File: config.mk
export PLATFORM = sky130hd
export DESIGN_NAME = lpt_ctrl
export DESIGN_NICKNAME = d
export VERILOG_FILES = /design/src/rtl/lpt_pkg.sv /design/src/rtl/lpt_ctrl.sv
export SDC_FILE = /design/constraint.sdc
export NUM_CORES = 1
export LEC_CHECK = 0
export BUFFER_PORTS_ARGS = -buffer_cell sky130_fd_sc_hd__buf_4
export CORE_MARGIN = 5
export CORE_UTILIZATION = 32
export CTS_CLUSTER_DIAMETER = 80
export DETAILED_ROUTE_END_ITERATION = 12
export PLACE_DENSITY = 0.56
export SLEW_MARGIN = 10
export SYNTH_ARGS = -nofsm -noshare
export SYNTH_HDL_FRONTEND = slang
export SYNTH_SLANG_ARGS = --single-unit
File: constraint.sdc
create_clock -name i_clk -period 1.67 [get_ports i_clk]
set_input_delay 0.334 -clock i_clk [delete_from_list [all_inputs] [get_ports i_clk]]
set_output_delay 0.334 -clock i_clk [all_outputs]
set_load 0.005 [all_outputs]
File: src/rtl/lpt_pkg.sv
`timescale 1ns / 1ps
// Shared types and constants of the lookahead PD path tracker.
// Used by every rtl module; depends on nothing.
package lpt_pkg;

    localparam int PATH_DEPTH = 256;
    localparam int LEN_W      = $clog2(PATH_DEPTH + 1);
    localparam int IDX_W      = $clog2(PATH_DEPTH);

    localparam int DIV_NUM_W  = 63;
    localparam int DIV_DEN_W  = 34;
    localparam int DIV_CNT_W  = $clog2(DIV_NUM_W + 1);

    localparam logic [1:0] OP_CLEAR  = 2'd0;
    localparam logic [1:0] OP_APPEND = 2'd1;
    localparam logic [1:0] OP_TICK   = 2'd2;

    localparam logic [2:0] ST_ACCEPT    = 3'd0;
    localparam logic [2:0] ST_COMMAND   = 3'd1;
    localparam logic [2:0] ST_NO_PATH   = 3'd2;
    localparam logic [2:0] ST_GOAL      = 3'd3;
    localparam logic [2:0] ST_ZERO_TIME = 3'd4;
    localparam logic [2:0] ST_FULL      = 3'd5;

    localparam logic [2:0] CFG_KP   = 3'd0;
    localparam logic [2:0] CFG_KD   = 3'd1;
    localparam logic [2:0] CFG_LOOK = 3'd2;
    localparam logic [2:0] CFG_LIN  = 3'd3;
    localparam logic [2:0] CFG_ANG  = 3'd4;

    localparam logic [15:0] KP_RESET   = 16'd512;
    localparam logic [15:0] KD_RESET   = 16'd26;
    localparam logic [30:0] LOOK_RESET = 31'd13107;
    localparam logic [30:0] LIN_RESET  = 31'd19661;
    localparam logic [30:0] ANG_RESET  = 31'd65536;

    localparam logic [63:0] GOAL_TOL2  = 64'd42954916;
    localparam logic [33:0] KD_SCALE   = 34'd15625;

    typedef struct packed {
        logic        [1:0]  operation;
        logic signed [31:0] waypoint_x;
        logic signed [31:0] waypoint_y;
        logic signed [31:0] robot_x;
        logic signed [31:0] robot_y;
        logic signed [15:0] heading_cos;
        logic signed [15:0] heading_sin;
        logic        [19:0] elapsed_us;
    } t_in_word;

    typedef struct packed {
        logic        [2:0]  status;
        logic signed [31:0] linear_velocity;
        logic signed [31:0] angular_velocity;
        logic        [7:0]  target_index;
        logic signed [31:0] target_x;
        logic signed [31:0] target_y;
    } t_out_word;

    typedef enum logic [4:0] {
        DC_IDLE, DC_LOAD, DC_DECODE, DC_LOOK, DC_LSAVE, DC_READ, DC_SQX, DC_SQY,
        DC_WALK, DC_GSQX, DC_GSQY, DC_GCHK, DC_FWD1, DC_FWD2, DC_FWD3, DC_LAT1,
        DC_LAT2, DC_LAT3, DC_PF, DC_PL, DC_KD, DC_KDS, DC_DF, DC_DFGO, DC_DFGET,
        DC_DL, DC_DLGO, DC_DLGET, DC_SUM, DC_EMIT
    } t_dp_op;

    typedef struct packed {
        t_dp_op op;
    } t_dp_cmd;

    typedef struct packed {
        logic [1:0] op;
        logic       len_zero;
        logic       far;
        logic       idx_zero;
        logic       stop;
        logic       div_done;
    } t_dp_sts;

endpackage

File: src/rtl/lpt_ctrl.sv
`timescale 1ns / 1ps
// Controller: sequences one word through the datapath and owns the handshakes.
// Depends on lpt_pkg.
module lpt_ctrl import lpt_pkg::*; (
    input  logic    i_clk,
    input  logic    i_rst_n,
    input  logic    i_in_valid,
    output logic    o_in_stall,
    output logic    o_out_valid,
    input  logic    i_out_stall,
    input  t_dp_sts i_sts,
    output t_dp_cmd o_cmd
);

    typedef enum logic [4:0] {
        S_IDLE, S_DECODE, S_LOOK, S_LSAVE, S_READ, S_SQX, S_SQY, S_WALK, S_GSQX,
        S_GSQY, S_GCHK, S_FWD1, S_FWD2, S_FWD3, S_LAT1, S_LAT2, S_LAT3, S_PF, S_PL,
        S_KD, S_KDS, S_DF, S_DFGO, S_DFWAIT, S_DL, S_DLGO, S_DLWAIT, S_SUM, S_DONE
    } t_state;

    t_state r_state;
    logic   r_in_stall;
    logic   r_out_valid;
    logic   w_out_free;

    assign w_out_free = !r_out_valid || !i_out_stall;

    always_comb begin
        case (r_state)
            S_IDLE:   o_cmd.op = i_in_valid ? DC_LOAD : DC_IDLE;
            S_DECODE: o_cmd.op = DC_DECODE;
            S_LOOK:   o_cmd.op = DC_LOOK;
            S_LSAVE:  o_cmd.op = DC_LSAVE;
            S_READ:   o_cmd.op = DC_READ;
            S_SQX:    o_cmd.op = DC_SQX;
            S_SQY:    o_cmd.op = DC_SQY;
            S_WALK:   o_cmd.op = DC_WALK;
            S_GSQX:   o_cmd.op = DC_GSQX;
            S_GSQY:   o_cmd.op = DC_GSQY;
            S_GCHK:   o_cmd.op = DC_GCHK;
            S_FWD1:   o_cmd.op = DC_FWD1;
            S_FWD2:   o_cmd.op = DC_FWD2;
            S_FWD3:   o_cmd.op = DC_FWD3;
            S_LAT1:   o_cmd.op = DC_LAT1;
            S_LAT2:   o_cmd.op = DC_LAT2;
            S_LAT3:   o_cmd.op = DC_LAT3;
            S_PF:     o_cmd.op = DC_PF;
            S_PL:     o_cmd.op = DC_PL;
            S_KD:     o_cmd.op = DC_KD;
            S_KDS:    o_cmd.op = DC_KDS;
            S_DF:     o_cmd.op = DC_DF;
            S_DFGO:   o_cmd.op = DC_DFGO;
            S_DFWAIT: o_cmd.op = DC_DFGET;
            S_DL:     o_cmd.op = DC_DL;
            S_DLGO:   o_cmd.op = DC_DLGO;
            S_DLWAIT: o_cmd.op = DC_DLGET;
            S_SUM:    o_cmd.op = DC_SUM;
            S_DONE:   o_cmd.op = w_out_free ? DC_EMIT : DC_IDLE;
            default:  o_cmd.op = DC_IDLE;
        endcase
    end

    always_ff @(posedge i_clk) begin
        if (!i_rst_n) begin
            r_state     <= S_IDLE;
            r_in_stall  <= 1'b0;
            r_out_valid <= 1'b0;
        end else begin
            if (r_out_valid && !i_out_stall && !(r_state == S_DONE && w_out_free))
                r_out_valid <= 1'b0;
            case (r_state)
                S_IDLE: begin
                    if (i_in_valid) begin
                        r_state    <= S_DECODE;
                        r_in_stall <= 1'b1;
                    end
                end
                S_DECODE: begin
                    if (i_sts.op == OP_TICK && !i_sts.len_zero) r_state <= S_LOOK;
                    else r_state <= S_DONE;
                end
                S_LOOK:  r_state <= S_LSAVE;
                S_LSAVE: r_state <= S_READ;
                S_READ:  r_state <= S_SQX;
                S_SQX:   r_state <= S_SQY;
                S_SQY:   r_state <= S_WALK;
                S_WALK: begin
                    if (i_sts.far && !i_sts.idx_zero) r_state <= S_READ;
                    else r_state <= S_GSQX;
                end
                S_GSQX:  r_state <= S_GSQY;
                S_GSQY:  r_state <= S_GCHK;
                S_GCHK:  r_state <= i_sts.stop ? S_DONE : S_FWD1;
                S_FWD1:  r_state <= S_FWD2;
                S_FWD2:  r_state <= S_FWD3;
                S_FWD3:  r_state <= S_LAT1;
                S_LAT1:  r_state <= S_LAT2;
                S_LAT2:  r_state <= S_LAT3;
                S_LAT3:  r_state <= S_PF;
                S_PF:    r_state <= S_PL;
                S_PL:    r_state <= S_KD;
                S_KD:    r_state <= S_KDS;
                S_KDS:   r_state <= S_DF;
                S_DF:    r_state <= S_DFGO;
                S_DFGO:  r_state <= S_DFWAIT;
                S_DFWAIT: if (i_sts.div_done) r_state <= S_DL;
                S_DL:    r_state <= S_DLGO;
                S_DLGO:  r_state <= S_DLWAIT;
                S_DLWAIT: if (i_sts.div_done) r_state <= S_SUM;
                S_SUM:   r_state <= S_DONE;
                S_DONE: begin
                    if (w_out_free) begin
                        r_state     <= S_IDLE;
                        r_in_stall  <= 1'b0;
                        r_out_valid <= 1'b1;
                    end
                end
                default: r_state <= S_IDLE;
            endcase
        end
    end

    assign o_in_stall  = r_in_stall;
    assign o_out_valid = r_out_valid;

endmodule

* Word-level counts from Yosys, hierarchy flattened *
Cells that the tools add are included.

word-level totals
  bits in registers = 7
  output and inout port bits = 7
  word-level logic and storage cells = 68

operators by class
  equality and inequality tests = 33
  mux-type cells = 17
  reductions and logical operators = 15

operator list
  cell                                                  number
  case mux 5 bit (29 select lines)                      2
  equality test 5 bit (second input constant)           13
  equality test 5 x 4 -> 1 bit (second input constant)  8
  2-to-1 mux 5 bit                                      7
  equality test 5 x 3 -> 1 bit (second input constant)  4
  equality test 5 x 2 -> 1 bit (second input constant)  2
  inequality test 2 bit (second input constant)         4
  2-to-1 mux 1 bit                                      6
  equality test 5 x 1 -> 1 bit (second input constant)  1
  logical AND 1 bit                                     5
  logical NOT 1 bit                                     5
  logical NOT 5 bit                                     1
  2-to-1 mux 4 bit                                      1
  AND reduction 4 bit                                   1
  AND reduction 3 bit                                   1
  equality test 2 bit (second input constant)           1
  case mux 1 bit (2 select lines)                       1
  nonzero test 2 bit                                    1
  logical OR 1 bit                                      1

* Logic depth before layout (Yosys ltp) *
  depth in word-level cells = 8
  mapped depth = 6

* Least setup slack after synthesis *
No wires, ideal clock.

  path type = reg2out
  from = register r_state[2]
  to = output o_cmd[0] in the netlist's numbering
  data arrival time = 1.149 ns
  required time = 1.336 ns
  path slack = 0.187 ns
  stages on the path, launching flop included = 7
  cell sequence = dfxtp_1 -> buf_2 -> clkbuf_1 -> and3_1 -> o21ai_0 -> o21ai_1 -> nor2_1

RTL lines
  what                    line            text
  start, declared         lpt_ctrl.sv:21  t_state r_state;
  start signal, assigned  lpt_ctrl.sv:93  S_GCHK: r_state <= i_sts.stop ? S_DONE : S_FWD1;
  end, declared           lpt_ctrl.sv:12  output t_dp_cmd o_cmd

==> impl_metrics.yaml <==
critical_path:
  critPathRequiredTime_ns: 1.34
  rrSetupSlack_ns: -0.01
  reg2regPathDepth: 6
  crit_fanout: 7
  cp-end-kind: "output port"
  crit_type: "flip-flop to output port"
  crit_path_start_kind: "flip-flop"
  r2r-start: "r_state[0]"
  arrival_ns: 1.45
  r2r_end: "r_state[3]"
power_and_ir_drop:
  leakage_nw: 0.417
  pwr-share-comb: 0.691
  ir_worst_vdd_uv: 762
  p_seq_frac: 0.201
  p_int_mw: 0.863
  clock_power_share: 0.108
  p_per_area_mw_per_mm2: 1500
  swShare: 0.436
  switchingPower_mw: 0.666
timing:
  slew_viol_final: 0
  worst_slew_pin_slew_ns: 0.403
  setup_viol: 5
  rsz0062_at_grt: "yes"
  finalCritPeriodShare: 1.07
  fmax_mhz: 562
  finClkSkew_ns: 0.00180
  hold_viol: 0
  relSlewSlack: 0.724
  tns_ns: -0.306
  min_period_ns: 1.78
  setup_slack_ns: -0.110
routing:
  wl_mm: 2.25
  first_iter_violations: 32
  post_drt_wl_per_cell_um: 14.6
  viasPerCell: 5.60
  num_vias: 862
  drc_errors: 0
  ant_nets: 0
  drt-pass1-iter-count: 4
outcome:
  violations: "negative setup slack"
  status: "finished with violations"
place:
  gp_congestion: 0.885
  dpl_cell_area_um2: 908
  dp_hpwl_mm: 1.60
  port_buffers: 17
global_routing:
  grt_max_degree: 15
  grt_usage: 0.149
  overflow: 0
  grt_pass1_vias: 817
  grt_pass1_wl_mm: 3.76
  antenna_found_initial: 0
synthesis:
  yosysSeqAreaShare: 0.203
  yosysWarnings: 0
  synth-seq-cells: 7
  synth_top_area_share: 0.203
  synth_nets: 107
  synth.cell_area_um2: 692
  synthTopCellsByArea: "dfxtp_1 20%, a21oi_1 5.1%, o21ai_0 4.3%"
  avgSynthCellArea_um2: 7.21
  syn_inst: 96
  yosysUniqueCellTypes: 36
  synth_top_area_cell: "dfxtp_1"
hold_path:
  hp-class: "primary input to flip-flop"
  whs_path_depth: 2
  hp-start: "i_rst_n"
  holdPathEnd: "r_state[0]"
finish:
  antenna_cells: 0
  layout-drive-gt1-share: 0.433
  final_common_cell: "buf_4"
  final_cell_mix: "33 x buf_4, 7 x nand2_1, 6 x a21oi_1, 6 x nor2_1, 6 x o21ai_1"
  nFillCells: 205
  fin_area_mm2: 0.00102
  syn_to_final_growth_pct: 47.6
  nets: 139
floorplan:
  rows: 16
  core_area_mm2: 0.00200
  die_h_um: 56.5
  die-area_mm2: 0.00319
  die_w_um: 56.5
  io_pins: 18
  start_util: 0.346
clock_network:
  cts.sinks: 7
  ctsRootBufferMaster: "clkbuf_4"
  cts_tree: "built"
  cts_made_buffers: 3
  clk_path_buf_depth: 2
  insertion_delay_ns: 0.26
  htreeDepth: 1
  cts_hold_buffers: 0
  clk_pin_slew_worst_paths_ns: 0.06
run:
  drv_cap: 0
## stage by stage
step | setup slack (ns) | cells | hold WS [ns] | total power, mW | util
after floorplan | 0.187 | 96 | 0.451 | 0.873 | -
after global placement | 0.0519 | 144 | 0.481 | 1.21 | 0.454
after detailed placement | 0.0304 | 144 | 0.476 | 1.21 | 0.454
after CTS | -0.109 | 150 | 0.322 | 1.44 | 0.484
after global routing | -0.185 | 154 | 0.330 | 1.65 | 0.510
final | -0.110 | 154 | 0.328 | 1.53 | 0.510
## logic make-up (layout without fill, tap and decap cells)
logic type             count (synthesis)  in the layout  share of synthesized area
AO/OA/AOI/OAI                         41             41                      0.427
AND/OR/NAND/NOR                       33             33                      0.271
buffers and inverters                 15             46                     0.0995
flip-flops                             7              7                      0.203
## power groups by stage
stage                     registers (mW)  logic (mW)  clock network [mW]
final                              0.307        1.06               0.166
after global placement             0.299       0.912                   0
after detailed placement           0.298       0.910                   0
after global routing               0.314        1.16               0.182
after floorplan                    0.244       0.629                   0
after CTS                          0.303       0.966               0.171
## worst max-delay path: stages (launching register included)
cell	delay [ns]
dfxtp_2	0.35
or4_4	0.53
o21ai_2	0.13
nor2_1	0.05
buf_4	0.13
## cells in the mapped netlist (all sizes together)
master   instances
o31ai            1
inv              5
a2111oi          4
o21a             1
nand2b           4
a211o            1
o311a            1
nor3             3
o32ai            1
a21oi            7
nand3            4
o31a             1
or4bb            1
or4              2
nor3b            1
and2             2
or3b             1
clkbuf           3
nand3b           1
a211oi           1
buf              7
and3             1
a221oi           1
o211ai           2
nor2             6
o21ai           13
a21o             3
dfxtp            7
nand2            7
a31oi            4
## area by class of cell
class                   instances  area [µm²]  area share
multi-input cells              74         500       0.490
repair buffers                 37         293       0.287
flip-flops and latches          7         148       0.145
well taps                      27        33.8      0.0331
clock buffers                   3        22.5      0.0221
inverters                       5        18.8      0.0184
clock inverters                 1        5.00     0.00490
## registers in the layout (all words and copies together) (netlist names)
| signal | cells |
|---|---|
| r_state | 5 |
| o_out_valid | 1 |
| o_in_stall | 1 |
## routing by layer
| metal | wire [µm] | vias to the layer above | global-route usage |
|---|---|---|---|
| li1 | - | 422 | - |
| met1 | 957 | 403 | 0.194 |
| met2 | 1100 | 35 | 0.224 |
| met3 | 170 | 2 | 0.0505 |
| met4 | 21 | 0 | 0.0576 |
| met5 | 0 | - | 0 |
## timing repair
action / in CTS / in global routing
setup buffers: 2 / 4
gates resized for setup: 9 / 5
pin swaps: 5 / 4
endpoints found under the setup margin: 5 / 8
hold endpoints to repair: 0 / 0
## worst max-delay path by stage
stage / endpoint / start / slack, ns / cells past startpoint
after global placement: r_state[0] / r_state[3] / 0.05 / 4
after CTS: o_cmd[0] / r_state[2] / -0.11 / 4
after global routing: o_cmd[4] / r_state[0] / -0.19 / 6
after floorplan: o_cmd[0] / r_state[2] / 0.19 / 6
final: o_cmd[0] / r_state[2] / -0.11 / 4
after detailed placement: r_state[3] / r_state[3] / 0.03 / 4
Power figures use the tool's default switching activity.
